File: src/sv/sase_pkg.sv
// Shared constants and types for the sorted array search engine.
package sase_pkg;

    localparam int DEPTH   = 32;
    localparam int ADDR_W  = $clog2(DEPTH);
    localparam int CNT_W   = ADDR_W + 1;
    localparam int DATA_W  = 32;
    localparam int SIZE_W  = 6;
    localparam int FUNC_W  = 2;

    typedef enum logic [FUNC_W-1:0] {
        FUNC_WRITE  = 2'd0,
        FUNC_BINARY = 2'd1,
        FUNC_LINEAR = 2'd2,
        FUNC_NONE   = 2'd3
    } t_func;

    // binary search bounds: low up to DEPTH, high down to -1, plus headroom for the sum
    typedef logic signed [CNT_W+1:0] t_bound;

endpackage

File: src/sv/sase_ram.sv
// Generic single-port RAM with registered read.
module sase_ram #(
    parameter int WIDTH = 32,
    parameter int DEPTH = 32
) (
    input  logic                     i_clk,
    input  logic                     i_we,
    input  logic [$clog2(DEPTH)-1:0] i_addr,
    input  logic [WIDTH-1:0]         i_wdata,
    output logic [WIDTH-1:0]         o_rdata
);

    logic [WIDTH-1:0] r_mem [DEPTH];
    logic [WIDTH-1:0] r_rdata;

    always_ff @(posedge i_clk) begin
        if (i_we) begin
            r_mem[i_addr] <= i_wdata;
        end
        r_rdata <= r_mem[i_addr];
    end

    assign o_rdata = r_rdata;

endmodule

File: src/sv/sorted_array_search_engine_top.sv
// Sorted array search engine: element store with binary and linear search.
//
// The element store is one single-port RAM of DEPTH signed 32-bit words with a
// registered read; array_size (saturated to DEPTH) sets how many leading entries
// a search covers. A write request (func 0) gives no result. A binary search
// (func 1) handles each probe as an address step, then a compare on the read
// data. A linear search (func 2) reads one entry per cycle from the RAM port.
// Func 3 requests are taken and dropped. One request is in work at a time; a
// finished result sits in an output register, and the next request is taken
// while it waits there. Entries must be written before a search reads them.
module sorted_array_search_engine_top (
    input  logic                         i_clk,
    input  logic                         i_rst_n,
    input  logic                         i_cfg_wr_en,
    input  logic [sase_pkg::SIZE_W-1:0]  i_cfg_wr_data,
    input  logic                         i_in_valid,
    output logic                         o_in_stall,
    input  logic [sase_pkg::FUNC_W-1:0]  i_func,
    input  logic [sase_pkg::ADDR_W-1:0]  i_elem_index,
    input  logic signed [sase_pkg::DATA_W-1:0] i_data_value,
    output logic                         o_out_valid,
    input  logic                         i_out_stall,
    output logic                         o_found,
    output logic [sase_pkg::ADDR_W-1:0]  o_match_index,
    output logic [sase_pkg::CNT_W-1:0]   o_match_count
);

    import sase_pkg::*;

    typedef enum logic [2:0] {
        S_IDLE,
        S_BIN_ADDR,
        S_BIN_CMP,
        S_LIN,
        S_LIN_TAIL,
        S_FINISH
    } t_state;

    t_state              r_state;
    logic [SIZE_W-1:0]   r_cfg_size;
    logic signed [DATA_W-1:0] r_key;
    t_bound              r_low;
    t_bound              r_high;
    logic [ADDR_W-1:0]   r_mid;
    logic [ADDR_W-1:0]   r_idx;
    logic                r_cmp_valid;
    logic [ADDR_W-1:0]   r_cmp_idx;
    logic                r_found;
    logic [ADDR_W-1:0]   r_where;
    logic [CNT_W-1:0]    r_count;
    logic                r_out_valid;
    logic                r_out_found;
    logic [ADDR_W-1:0]   r_out_where;
    logic [CNT_W-1:0]    r_out_count;

    logic [CNT_W-1:0]    n_size;
    t_bound              n_mid;
    logic                ram_we;
    logic [ADDR_W-1:0]   ram_addr;
    logic [DATA_W-1:0]   ram_rdata;
    logic signed [DATA_W-1:0] rd_word;
    logic                in_accept;
    logic                out_free;
    logic                lin_hit;

    assign n_size = (r_cfg_size > SIZE_W'(DEPTH)) ? CNT_W'(DEPTH)
                                                  : r_cfg_size[CNT_W-1:0];
    assign n_mid     = (r_low + r_high) >>> 1;
    assign rd_word   = $signed(ram_rdata);
    assign in_accept = i_in_valid && !o_in_stall;
    assign out_free  = !r_out_valid || !i_out_stall;
    assign lin_hit   = r_cmp_valid && (rd_word == r_key);

    always_comb begin
        ram_we   = 1'b0;
        ram_addr = i_elem_index;
        unique case (r_state)
            S_IDLE: begin
                ram_we   = i_in_valid && (t_func'(i_func) == FUNC_WRITE);
                ram_addr = i_elem_index;
            end
            S_BIN_ADDR: ram_addr = n_mid[ADDR_W-1:0];
            S_LIN:      ram_addr = r_idx;
            default:    ram_addr = i_elem_index;
        endcase
    end

    sase_ram #(
        .WIDTH (DATA_W),
        .DEPTH (DEPTH)
    ) u_store (
        .i_clk   (i_clk),
        .i_we    (ram_we),
        .i_addr  (ram_addr),
        .i_wdata (i_data_value),
        .o_rdata (ram_rdata)
    );

    always_ff @(posedge i_clk) begin
        if (!i_rst_n) begin
            r_state     <= S_IDLE;
            r_cfg_size  <= '0;
            r_out_valid <= 1'b0;
            r_cmp_valid <= 1'b0;
        end else begin
            if (i_cfg_wr_en) begin
                r_cfg_size <= i_cfg_wr_data;
            end
            // S_FINISH refills the output register itself
            if (r_out_valid && !i_out_stall && (r_state != S_FINISH)) begin
                r_out_valid <= 1'b0;
            end

            unique case (r_state)
                S_IDLE: begin
                    if (in_accept) begin
                        r_key   <= i_data_value;
                        r_found <= 1'b0;
                        r_where <= '0;
                        r_count <= '0;
                        r_low   <= '0;
                        r_high  <= t_bound'(n_size) - t_bound'(1);
                        r_idx   <= '0;
                        r_cmp_valid <= 1'b0;
                        unique case (t_func'(i_func))
                            FUNC_BINARY: r_state <= S_BIN_ADDR;
                            FUNC_LINEAR: r_state <= (n_size == '0) ? S_FINISH : S_LIN;
                            default:     r_state <= S_IDLE;
                        endcase
                    end
                end
                S_BIN_ADDR: begin
                    if (r_low > r_high) begin
                        r_state <= S_FINISH;
                    end else begin
                        r_mid   <= n_mid[ADDR_W-1:0];
                        r_state <= S_BIN_CMP;
                    end
                end
                S_BIN_CMP: begin
                    if (rd_word == r_key) begin
                        r_found <= 1'b1;
                        r_where <= r_mid;
                        r_count <= CNT_W'(1);
                        r_state <= S_FINISH;
                    end else begin
                        if (r_key < rd_word) begin
                            r_high <= t_bound'({1'b0, r_mid}) - t_bound'(1);
                        end else begin
                            r_low <= t_bound'({1'b0, r_mid}) + t_bound'(1);
                        end
                        r_state <= S_BIN_ADDR;
                    end
                end
                S_LIN: begin
                    // compare the word read last cycle while the next read goes out
                    if (lin_hit) begin
                        r_count <= r_count + CNT_W'(1);
                        r_where <= r_cmp_idx;
                    end
                    r_cmp_valid <= 1'b1;
                    r_cmp_idx   <= r_idx;
                    if ({1'b0, r_idx} == n_size - CNT_W'(1)) begin
                        r_state <= S_LIN_TAIL;
                    end else begin
                        r_idx <= r_idx + ADDR_W'(1);
                    end
                end
                S_LIN_TAIL: begin
                    r_cmp_valid <= 1'b0;
                    if (lin_hit) begin
                        r_count <= r_count + CNT_W'(1);
                        r_where <= r_cmp_idx;
                        r_found <= 1'b1;
                    end else begin
                        r_found <= (r_count != '0);
                    end
                    r_state <= S_FINISH;
                end
                S_FINISH: begin
                    if (out_free) begin
                        r_out_valid <= 1'b1;
                        r_out_found <= r_found;
                        r_out_where <= r_where;
                        r_out_count <= r_count;
                        r_state     <= S_IDLE;
                    end
                end
                default: r_state <= S_IDLE;
            endcase
        end
    end

    assign o_in_stall    = (r_state != S_IDLE);
    assign o_out_valid   = r_out_valid;
    assign o_found       = r_out_found;
    assign o_match_index = r_out_where;
    assign o_match_count = r_out_count;

endmodule

File: config.mk
export PLATFORM = sky130hd
export DESIGN_NAME = sorted_array_search_engine_top
export DESIGN_NICKNAME = d
export VERILOG_FILES = /design/src/sv/sase_pkg.sv /design/src/sv/sase_ram.sv /design/src/sv/sorted_array_search_engine_top.sv
export SDC_FILE = /design/constraint.sdc
export NUM_CORES = 1
export LEC_CHECK = 0
export BUFFER_PORTS_ARGS = -buffer_cell sky130_fd_sc_hd__buf_4
export CAP_MARGIN = 20
export CORE_ASPECT_RATIO = 2
export CORE_MARGIN = 5
export CORE_UTILIZATION = 50
export CTS_CLUSTER_SIZE = 10
export DETAILED_ROUTE_END_ITERATION = 7
export GPL_TIMING_DRIVEN = 0
export PLACE_DENSITY = 0.66
export RECOVER_POWER = 50
export SYNTH_ARGS = -nofsm -noshare
export SYNTH_HDL_FRONTEND = slang
export SYNTH_SLANG_ARGS = --single-unit
File: constraint.sdc
create_clock -name i_clk -period 13.55 [get_ports i_clk]
set_input_delay 2.71 -clock i_clk [delete_from_list [all_inputs] [get_ports i_clk]]
set_output_delay 2.71 -clock i_clk [all_outputs]
set_load 0.02 [all_outputs]
# After elaboration in Yosys (flattened, before gate mapping)
# Memories as Yosys holds them, arrays and structs flattened. A register that Yosys moved wholly into a read port is not among the register bits.
# Cells that the tools add are included.
[word_totals]
ram_bits = 1024
inputBits = 50
mem_count = 1
ff_bits = 98
wordCells = 117
out_inout_bits = 14
[classes]
magnitude_cmp = 3
n_mux = 39
bitwise = 1
add_sub_neg = 7
eq_ne = 19
reduce_logical = 31
[mem_list]
columns = ["name", "words", "word_bits", "read_ports", "rd_clocked_by_memory_dff", "wr", "line_no", "text"]
rows = [
  ["u_store.r_mem", 32, 32, 1, 1, 1, "sase_ram.sv:13", "logic [WIDTH-1:0] r_mem [DEPTH];"],
]
[op_table]
columns = ["op", "count"]
rows = [
  ["8-bit 2-to-1 mux", 6],
  ["32-bit == test", 1],
  ["32-bit less-than comparator", 1],
  ["8-bit one-hot mux with 2 select lines", 2],
  ["6-bit 2-to-1 mux", 4],
  ["5-bit 2-to-1 mux", 4],
  ["5-bit one-hot mux with 2 select lines", 2],
  ["3-bit 2-to-1 mux", 6],
  ["3-bit one-hot mux with 6 select lines", 1],
  ["6-bit one-hot mux with 3 select lines", 1],
  ["2-bit != test (second input constant)", 8],
  ["5-bit one-hot mux with 3 select lines", 1],
  ["5-bit AND reduction", 3],
  ["3-bit AND reduction", 4],
  ["3-bit nonzero test", 4],
  ["1-bit 2-to-1 mux", 9],
  ["8-bit greater-than comparator", 1],
  ["4-bit AND reduction", 2],
  ["6-bit by 1-bit subtractor with 7-bit output (second input constant)", 1],
  ["5-bit by 1-bit adder with 6-bit output (second input constant)", 1],
  ["6-bit by 1-bit adder with 6-bit output (second input constant)", 1],
  ["6-bit adder", 1],
  ["3-bit by 2-bit == test with 1-bit output (second input constant)", 2],
  ["3-bit == test (second input constant)", 2],
  ["23 further kinds", 32],
]

# Logic depth before layout (Yosys ltp)
# Gate-level depths: netlist of the first run.
[depth]
ltp_word = 7
ltp_mapped = 12
mapped_depth_nobuf = 9

# Modules after synthesis
# From an unflattened synthesis of the first run, not the netlist that was laid out.
[unflattened]
hier_cells = 2567
area_unflattened_um2 = 44986.9
[by_module_without_submodules]
columns = ["module", "instances", "area_per_inst_um2", "seq_area_each_um2", "cells_per_inst"]
rows = [
  ["sase_ram", 1, 39743.1, 31390.1, 2107],
  ["sorted_array_search_engine_top", 1, 5243.8, 2742.6, 460],
]

# Least setup slack after synthesis of the first run
# No wires, ideal clock.
[synth_timing]
path_type = "input-to-reg"
start = "in i_elem_index[1] (netlist bit)"
end = "mem u_store.r_mem[10][0], enable pin"
required_time_ns = 13.129
path_stages = 6
path_slack_ns = 7.982
arrival_time_ns = 5.147
setup_time_ns = 0.421
path_buffers = 2
path_cell_list = "nor2_1 a21oi_1 buf_2 clkbuf_1 nand3_1 nor2_1"
[synth_via]
elab_chain_len = 1
[synth_lines]
columns = ["element", "line_no", "text"]
rows = [
  ["from (decl)", "sorted_array_search_engine_top.sv:19", "input logic [sase_pkg::ADDR_W-1:0] i_elem_index,"],
  ["5-bit one-hot mux with 2 select lines", "sorted_array_search_engine_top.sv:77", "unique case (r_state)"],
  ["to (decl)", "sase_ram.sv:13", ""],
]
# No other way between the ends.

# Worst setup path after layout of the first run
[layout_timing]
start = "in i_elem_index[1] (netlist bit)"
end = "mem u_store.r_mem[23][28], enable pin"
# Same word-level chain as after synthesis.

==> results.toml, run 1 <==
[status]
status = "complete, but fails checks"
violations = "max-capacitance violations"

[placement]
gp_congestion = 0.825
portBuffers = 62
hpwl_um = 73100
place_area_um2 = 49300

[cells_and_area]
fillers = 6772
diodes = 0
area_growth_pct = 14.6
mostFrequentLayoutCells = "edfxtp_1 (1108), mux2i_1 (587), clkbuf_16 (138)"
multi_input_area_um2 = 11600
nets = 2743
mostFrequentLayoutCell = "edfxtp_1"
layout-drive-gt1-share_pct = 18.0
postLayoutCellArea_um2 = 53100
seqCellArea_um2 = 34100

[setup_path]
critPathRequiredTime_ns = 13.98
crit_family = "buffers and inverters"
crit_path_start_kind = "input port"
cp_cell_sequence = "buf_4 > nor2_1 > a21oi_1 > buf_2 > clkbuf_1 > nand3_1 > nor2_4 > buf_16 > buf_16"
criticalPathCategory = "in -> reg"
cp-end-kind = "register"
crit_slowest_cell = "clkbuf_1"
path_common_cell = "buf_16"
slowest_delay_ns = 0.78
arrival_ns = 6.50
cp_num_buf_inv = 5
cp_max_fo = 12

[power_and_ir_drop]
power_leakage_nw = 18.9
power_density_nw_per_um2 = 196
max-vdd-ir-drop_mv = 0.156

[yosys]
ys_warn_count = 0
syn-cell-area_um2 = 46300
avgSynthCellArea_um2 = 19.3
syn_nets = 2503
synth_edf_count = 1108
async_flop_share_pct = 0
ys_seq_area_share_pct = 73.8
ys.flop_type = "edfxtp_1"
netlist_instances = 2400
synth.ff_latch_count = 1151
yosysUniqueCellTypes = 56

[detailed_routing]
first_iter_violations = 2097
drt_pass1_iterations = 7
ant_nets = 0
vias = 23000
wire_per_inst_um = 28.7
vias_per_cell = 5.85
wl_um = 113000
drc_errors = 0

[die]
coreArea_um2 = 92300
io_pins = 64
fp-row-count = 158
die_area_um2 = 99100
die_h_um = 440
start_util_pct = 50.1
dieWidth_um = 225

[sta]
max_freq_ghz = 0.165
min_period_ns = 6.07
maxSlewHeadroom_pct = 0.0506
finClkSkew_ns = 0.0352
hold_viol = 0
worstMarginPinSlew_ns = 1.50
setup_tns_ns = 0
final-setup-viol-count = 0
rsz0062_at_grt = "no"
finalCritPeriodShare_pct = 44.8
drv_slew = 0

[clock_tree]
insertion_delay_ns = 0.75
clkTransAtPathRegs_ns = 0.06
cts.sinks = 1151
cts_resized = 0
cts_setup_buffers = 0
h-tree-depth = 4
cts_buffers = 133
cts_tree = "done"
cts.path.max_buffers = 3
hold_buffers = 0
root_buffer = "clkbuf_16"

[grt]
grt_pass1_vias = 23600
antenna_found_initial = 3
grt_remaining_overflow = 0
grt_first_pass_wirelength_um = 162000
grt_max_degree = 34
groute.usage.overall_pct = 22.8

[hold_path]
hold_class = "reg -> reg"

[flow_run]
drv_cap = 1
-- layout make-up --
class	instances	share of cell area (%)
Multi-Input combinational cell	1083	21.9
Clock inverter	11	0.224
Timing Repair Buffer	105	2.28
Inverter	55	0.389
Clock buffer	211	7.03
Tap cell	1200	2.83
Sequential cell	1151	64.3
Buffer	111	1.06
-- synthesized netlist by cell type (all sizes together) (2+ instances only) --
cell type | n | area [um^2]
a21o | 7 | 52.6
a2111oi | 3 | 26.3
clkbuf | 27 | 101
nand2b | 8 | 50.1
and3 | 6 | 37.5
and2 | 5 | 31.3
edfxtp | 1108 | 33300
a221oi | 2 | 35.0
nand2 | 24 | 90.1
ha | 52 | 651
dfxtp | 43 | 861
or2 | 2 | 12.5
nor3 | 13 | 65.1
mux4 | 128 | 2880
mux2i | 587 | 5880
o211ai | 5 | 37.5
nand3 | 22 | 110
xor2 | 11 | 96.3
buf | 84 | 464
nand4 | 6 | 37.5
nor2 | 79 | 297
nor2b | 6 | 37.5
nor3b | 2 | 15.0
o31ai | 2 | 20.0
xnor2 | 13 | 114
o21ai | 13 | 65.1
a31oi | 2 | 12.5
a21oi | 24 | 120
o21a | 3 | 22.5
nor4 | 4 | 25.0
inv | 55 | 206
a211oi | 6 | 45.0
mux2 | 32 | 360
-- cell families after synthesis --
kind of cell	Yosys count	share of synthesized area [%]
adder cells (fa/ha/maj)	53	1.45
buffers and inverters	166	1.67
flip-flops	1151	73.8
AND/OR/NAND/NOR	181	1.82
AO/OA/AOI/OAI	78	1.15
multiplexers	747	19.7
XOR/XNOR	24	0.454
-- sequential cells by signal (all words and copies together) (netlist names) --
| name | count |
|---|---|
| o_match_index | 5 |
| r_mid | 5 |
| u_store.o_rdata | 32 |
| r_cfg_size | 6 |
| r_idx | 5 |
| r_cmp_idx | 5 |
| r_state | 3 |
| r_cmp_valid | 1 |
| r_key | 32 |
| o_match_count | 6 |
| r_high | 7 |
| r_where | 5 |
| r_found | 1 |
| r_low | 6 |
| r_count | 6 |
| u_store.r_mem | 1024 |
| o_out_valid | 1 |
| o_found | 1 |
-- worst paths after layout --
kind,start,endpoint,slack [ns],depth (start not counted)
worst min-delay path,r_found$_DFFE_PP_,o_found$_DFFE_PP_,0.43,0
worst min register to register,r_found$_DFFE_PP_,o_found$_DFFE_PP_,0.43,0
worst max-delay path,i_elem_index[1],u_store.r_mem[23][28]$_DFFE_PP_,7.48,9
worst max register to register,r_low[0]$_SDFFCE_PN0P_,u_store.r_mem[23][28]$_DFFE_PP_,8.15,11
-- per-stage QoR --
step	std cells	utilization (%)	hold slack, ns	power (W)	setup WS [ns]
final	3927	57.5	0.429	0.0104	7.48
after global routing	3927	57.5	0.436	0.0108	7.51
after CTS	3926	57.6	0.425	0.0105	7.58
after detailed placement	3704	53.5	0.407	0.00730	6.81
after global placement	3662	52.3	0.404	0.00722	4.46
after floorplan	2400	-	0.400	0.00627	7.98
-- report_power, final --
part           switching [W]  total (W)  leakage [nW]  internal [W]
registers          0.0000513    0.00412          10.3       0.00407
logic                0.00177    0.00310          6.74       0.00133
clock network        0.00133    0.00321          1.84       0.00188
total                0.00315     0.0104          18.9       0.00727
-- metal layers --
| metal | vias up | part of all wire [%] | global-route usage [%] |
|---|---|---|---|
| li1 | 10000 | - | - |
| met1 | 11900 | 38 | 28.1 |
| met2 | 813 | 52 | 39.6 |
| met3 | 226 | 6.0 | 4.61 |
| met4 | 4 | 4.2 | 9.05 |
| met5 | - | 0.030 | 0 |
No activity file was read; power rests on OpenSTA's default activity.
==> inputs of run 2 (changes only) <==
--- a/config.mk
+++ b/config.mk
@@ -13,7 +13,7 @@
 export CTS_CLUSTER_SIZE = 10
 export DETAILED_ROUTE_END_ITERATION = 7
 export GPL_TIMING_DRIVEN = 0
-export PLACE_DENSITY = 0.66
+export PLACE_DENSITY = 0.68
 export RECOVER_POWER = 50
 export SYNTH_ARGS = -nofsm -noshare
 export SYNTH_HDL_FRONTEND = slang
==> constraint.sdc (replaced) <==
create_clock -name i_clk -period 5.5 [get_ports i_clk]
set_input_delay 1.1 -clock i_clk [delete_from_list [all_inputs] [get_ports i_clk]]
set_output_delay 1.1 -clock i_clk [all_outputs]
set_load 0.02 [all_outputs]
==> results.toml, run 2 (synthesis results as in run 1) <==
[grt]
grt_max_degree = 34
groute.usage.overall_pct = 22.9
grt_remaining_overflow = 0
antenna_found_initial = 3
grt_first_pass_wirelength_um = 162000
grt_pass1_vias = 23600

[die]
start_util_pct = 50.1
coreArea_um2 = 92300
io_pins = 64
die_area_um2 = 99100
die_h_um = 440
fp-row-count = 158
dieWidth_um = 225

[sta]
maxSlewHeadroom_pct = -58.0
max_freq_ghz = 0.181
setup_tns_ns = -0.217
finClkSkew_ns = 0.0214
hold_viol = 0
fin_ws_ns = -0.0287
finalCritPeriodShare_pct = 101
drv_slew = 370
worstMarginPinSlew_ns = 2.37
min_period_ns = 5.53
final-setup-viol-count = 13

[detailed_routing]
drt_pass1_iterations = 5
wl_um = 113000
ant_nets = 0
first_iter_violations = 2266
drc_errors = 0
vias_per_cell = 5.95
wire_per_inst_um = 28.9
vias = 23300

[hold_path]
hold_class = "reg -> reg"

[setup_path]
crit_slowest_cell = "clkbuf_1"
slowest_delay_ns = 0.83
cp_num_buf_inv = 3
cp_max_fo = 19
cp-end-kind = "register"
critPathRequiredTime_ns = 5.91
cp_cell_sequence = "ha_1 > fa_1 > xnor2_1 > mux2i_1 > a21oi_1 > buf_2 > clkbuf_1 > nand3_1 > nor2_4 > buf_12"
crit_family = "buffers and inverters"
criticalPathCategory = "reg -> reg"
crit_path_start_kind = "register"
arrival_ns = 5.94

[cells_and_area]
largest_reg_flops = 1024
area_growth_pct = 14.4
layout-drive-gt1-share_pct = 18.4
nets = 2750
postLayoutCellArea_um2 = 52900
regMostFlops = "u_store.r_mem"
diodes = 0
fin_util_pct = 57.3
seqCellArea_um2 = 34100
final_cells = 3908
mostFrequentLayoutCells = "edfxtp_1 (1108), mux2i_1 (587), clkbuf_16 (138)"
multi_input_area_um2 = 11600
mostFrequentLayoutCell = "edfxtp_1"
fillers = 6709

[placement]
place_area_um2 = 49200
hpwl_um = 72900
gp_congestion = 0.860
dp.cells = 3698
portBuffers = 62

[clock_tree]
cts_tree = "done"
h-tree-depth = 4
cts_buffers = 133
cts.path.max_buffers = 3
clkTransAtPathRegs_ns = 0.06
insertion_delay_ns = 0.74
root_buffer = "clkbuf_16"
cts.sinks = 1151

[power_and_ir_drop]
power_leakage_nw = 18.9
max-vdd-ir-drop_mv = 0.410
power_density_nw_per_um2 = 485
power.total_w = 0.0257

[status]
violations = "max-capacitance violations, max-slew violations, negative setup slack"
status = "complete, but fails checks"

[flow_run]
drv_cap = 11
run 2: changes by cell type in the layout (fill, tap and decap cells not counted), moves of 2 or more:
cell      delta
clkbuf_1    -26
buf_12      +11
buf_16      -11
buf_4        +8
clkinv_8     -2
inv_16       +2
o21ai_0      -2
o21ai_1      +2
run 2: final cells by class:
| type | count | area share, % |
|---|---|---|
| Inverter | 55 | 0.390 |
| Buffer | 111 | 1.07 |
| Clock inverter | 10 | 0.222 |
| Clock buffer | 186 | 6.86 |
| Multi-Input combinational cell | 1083 | 21.9 |
| Sequential cell | 1151 | 64.5 |
| Tap cell | 1200 | 2.84 |
| Timing Repair Buffer | 112 | 2.23 |
run 2: power breakdown:
group	total, W	internal (W)	switching, W	leakage (nW)
clock	0.00781	0.00456	0.00326	1.82
combinational	0.00772	0.00326	0.00447	6.74
sequential	0.0102	0.0100	0.000132	10.3
total	0.0257	0.0178	0.00786	18.9
run 2: timing repair:
action / 4_1_cts / 5_1_grt
hold buffers: 0 / 0
resized for setup: 0 / 0
setup buffers: 0 / 14
endpoints found under the setup margin: 0 / 151
run 2: worst paths after layout:
| kind | start | cells after the start | slack (ns) | end |
|---|---|---|---|---|
| worst max register to register | r_high[0]$_DFFE_PP_ | 10 | -0.03 | u_store.r_mem[30][26]$_DFFE_PP_ |
| worst max-delay path | r_high[0]$_DFFE_PP_ | 10 | -0.03 | u_store.r_mem[30][26]$_DFFE_PP_ |
| worst min register to register | r_where[4]$_DFFE_PP_ | 0 | 0.42 | o_match_index[4]$_DFFE_PP_ |
| worst min-delay path | r_where[4]$_DFFE_PP_ | 0 | 0.42 | o_match_index[4]$_DFFE_PP_ |
run 2: metrics by stage:
step | hold slack (ns) | worst slack, ns
after global placement | 0.407 | -2.16
after global routing | 0.433 | -0.0199
after CTS | 0.418 | 0.00781
after floorplan | 0.400 | 1.26
final | 0.418 | -0.0287
after detailed placement | 0.405 | 0.0451
run 2: routing by layer:
layer | track usage (%) | up-vias | wire length [um]
li1 | - | 10000 | -
met1 | 28.5 | 12100 | 42400
met2 | 39.3 | 925 | 58700
met3 | 4.26 | 249 | 6880
met4 | 9.83 | 6 | 5100
met5 | 0 | - | 41
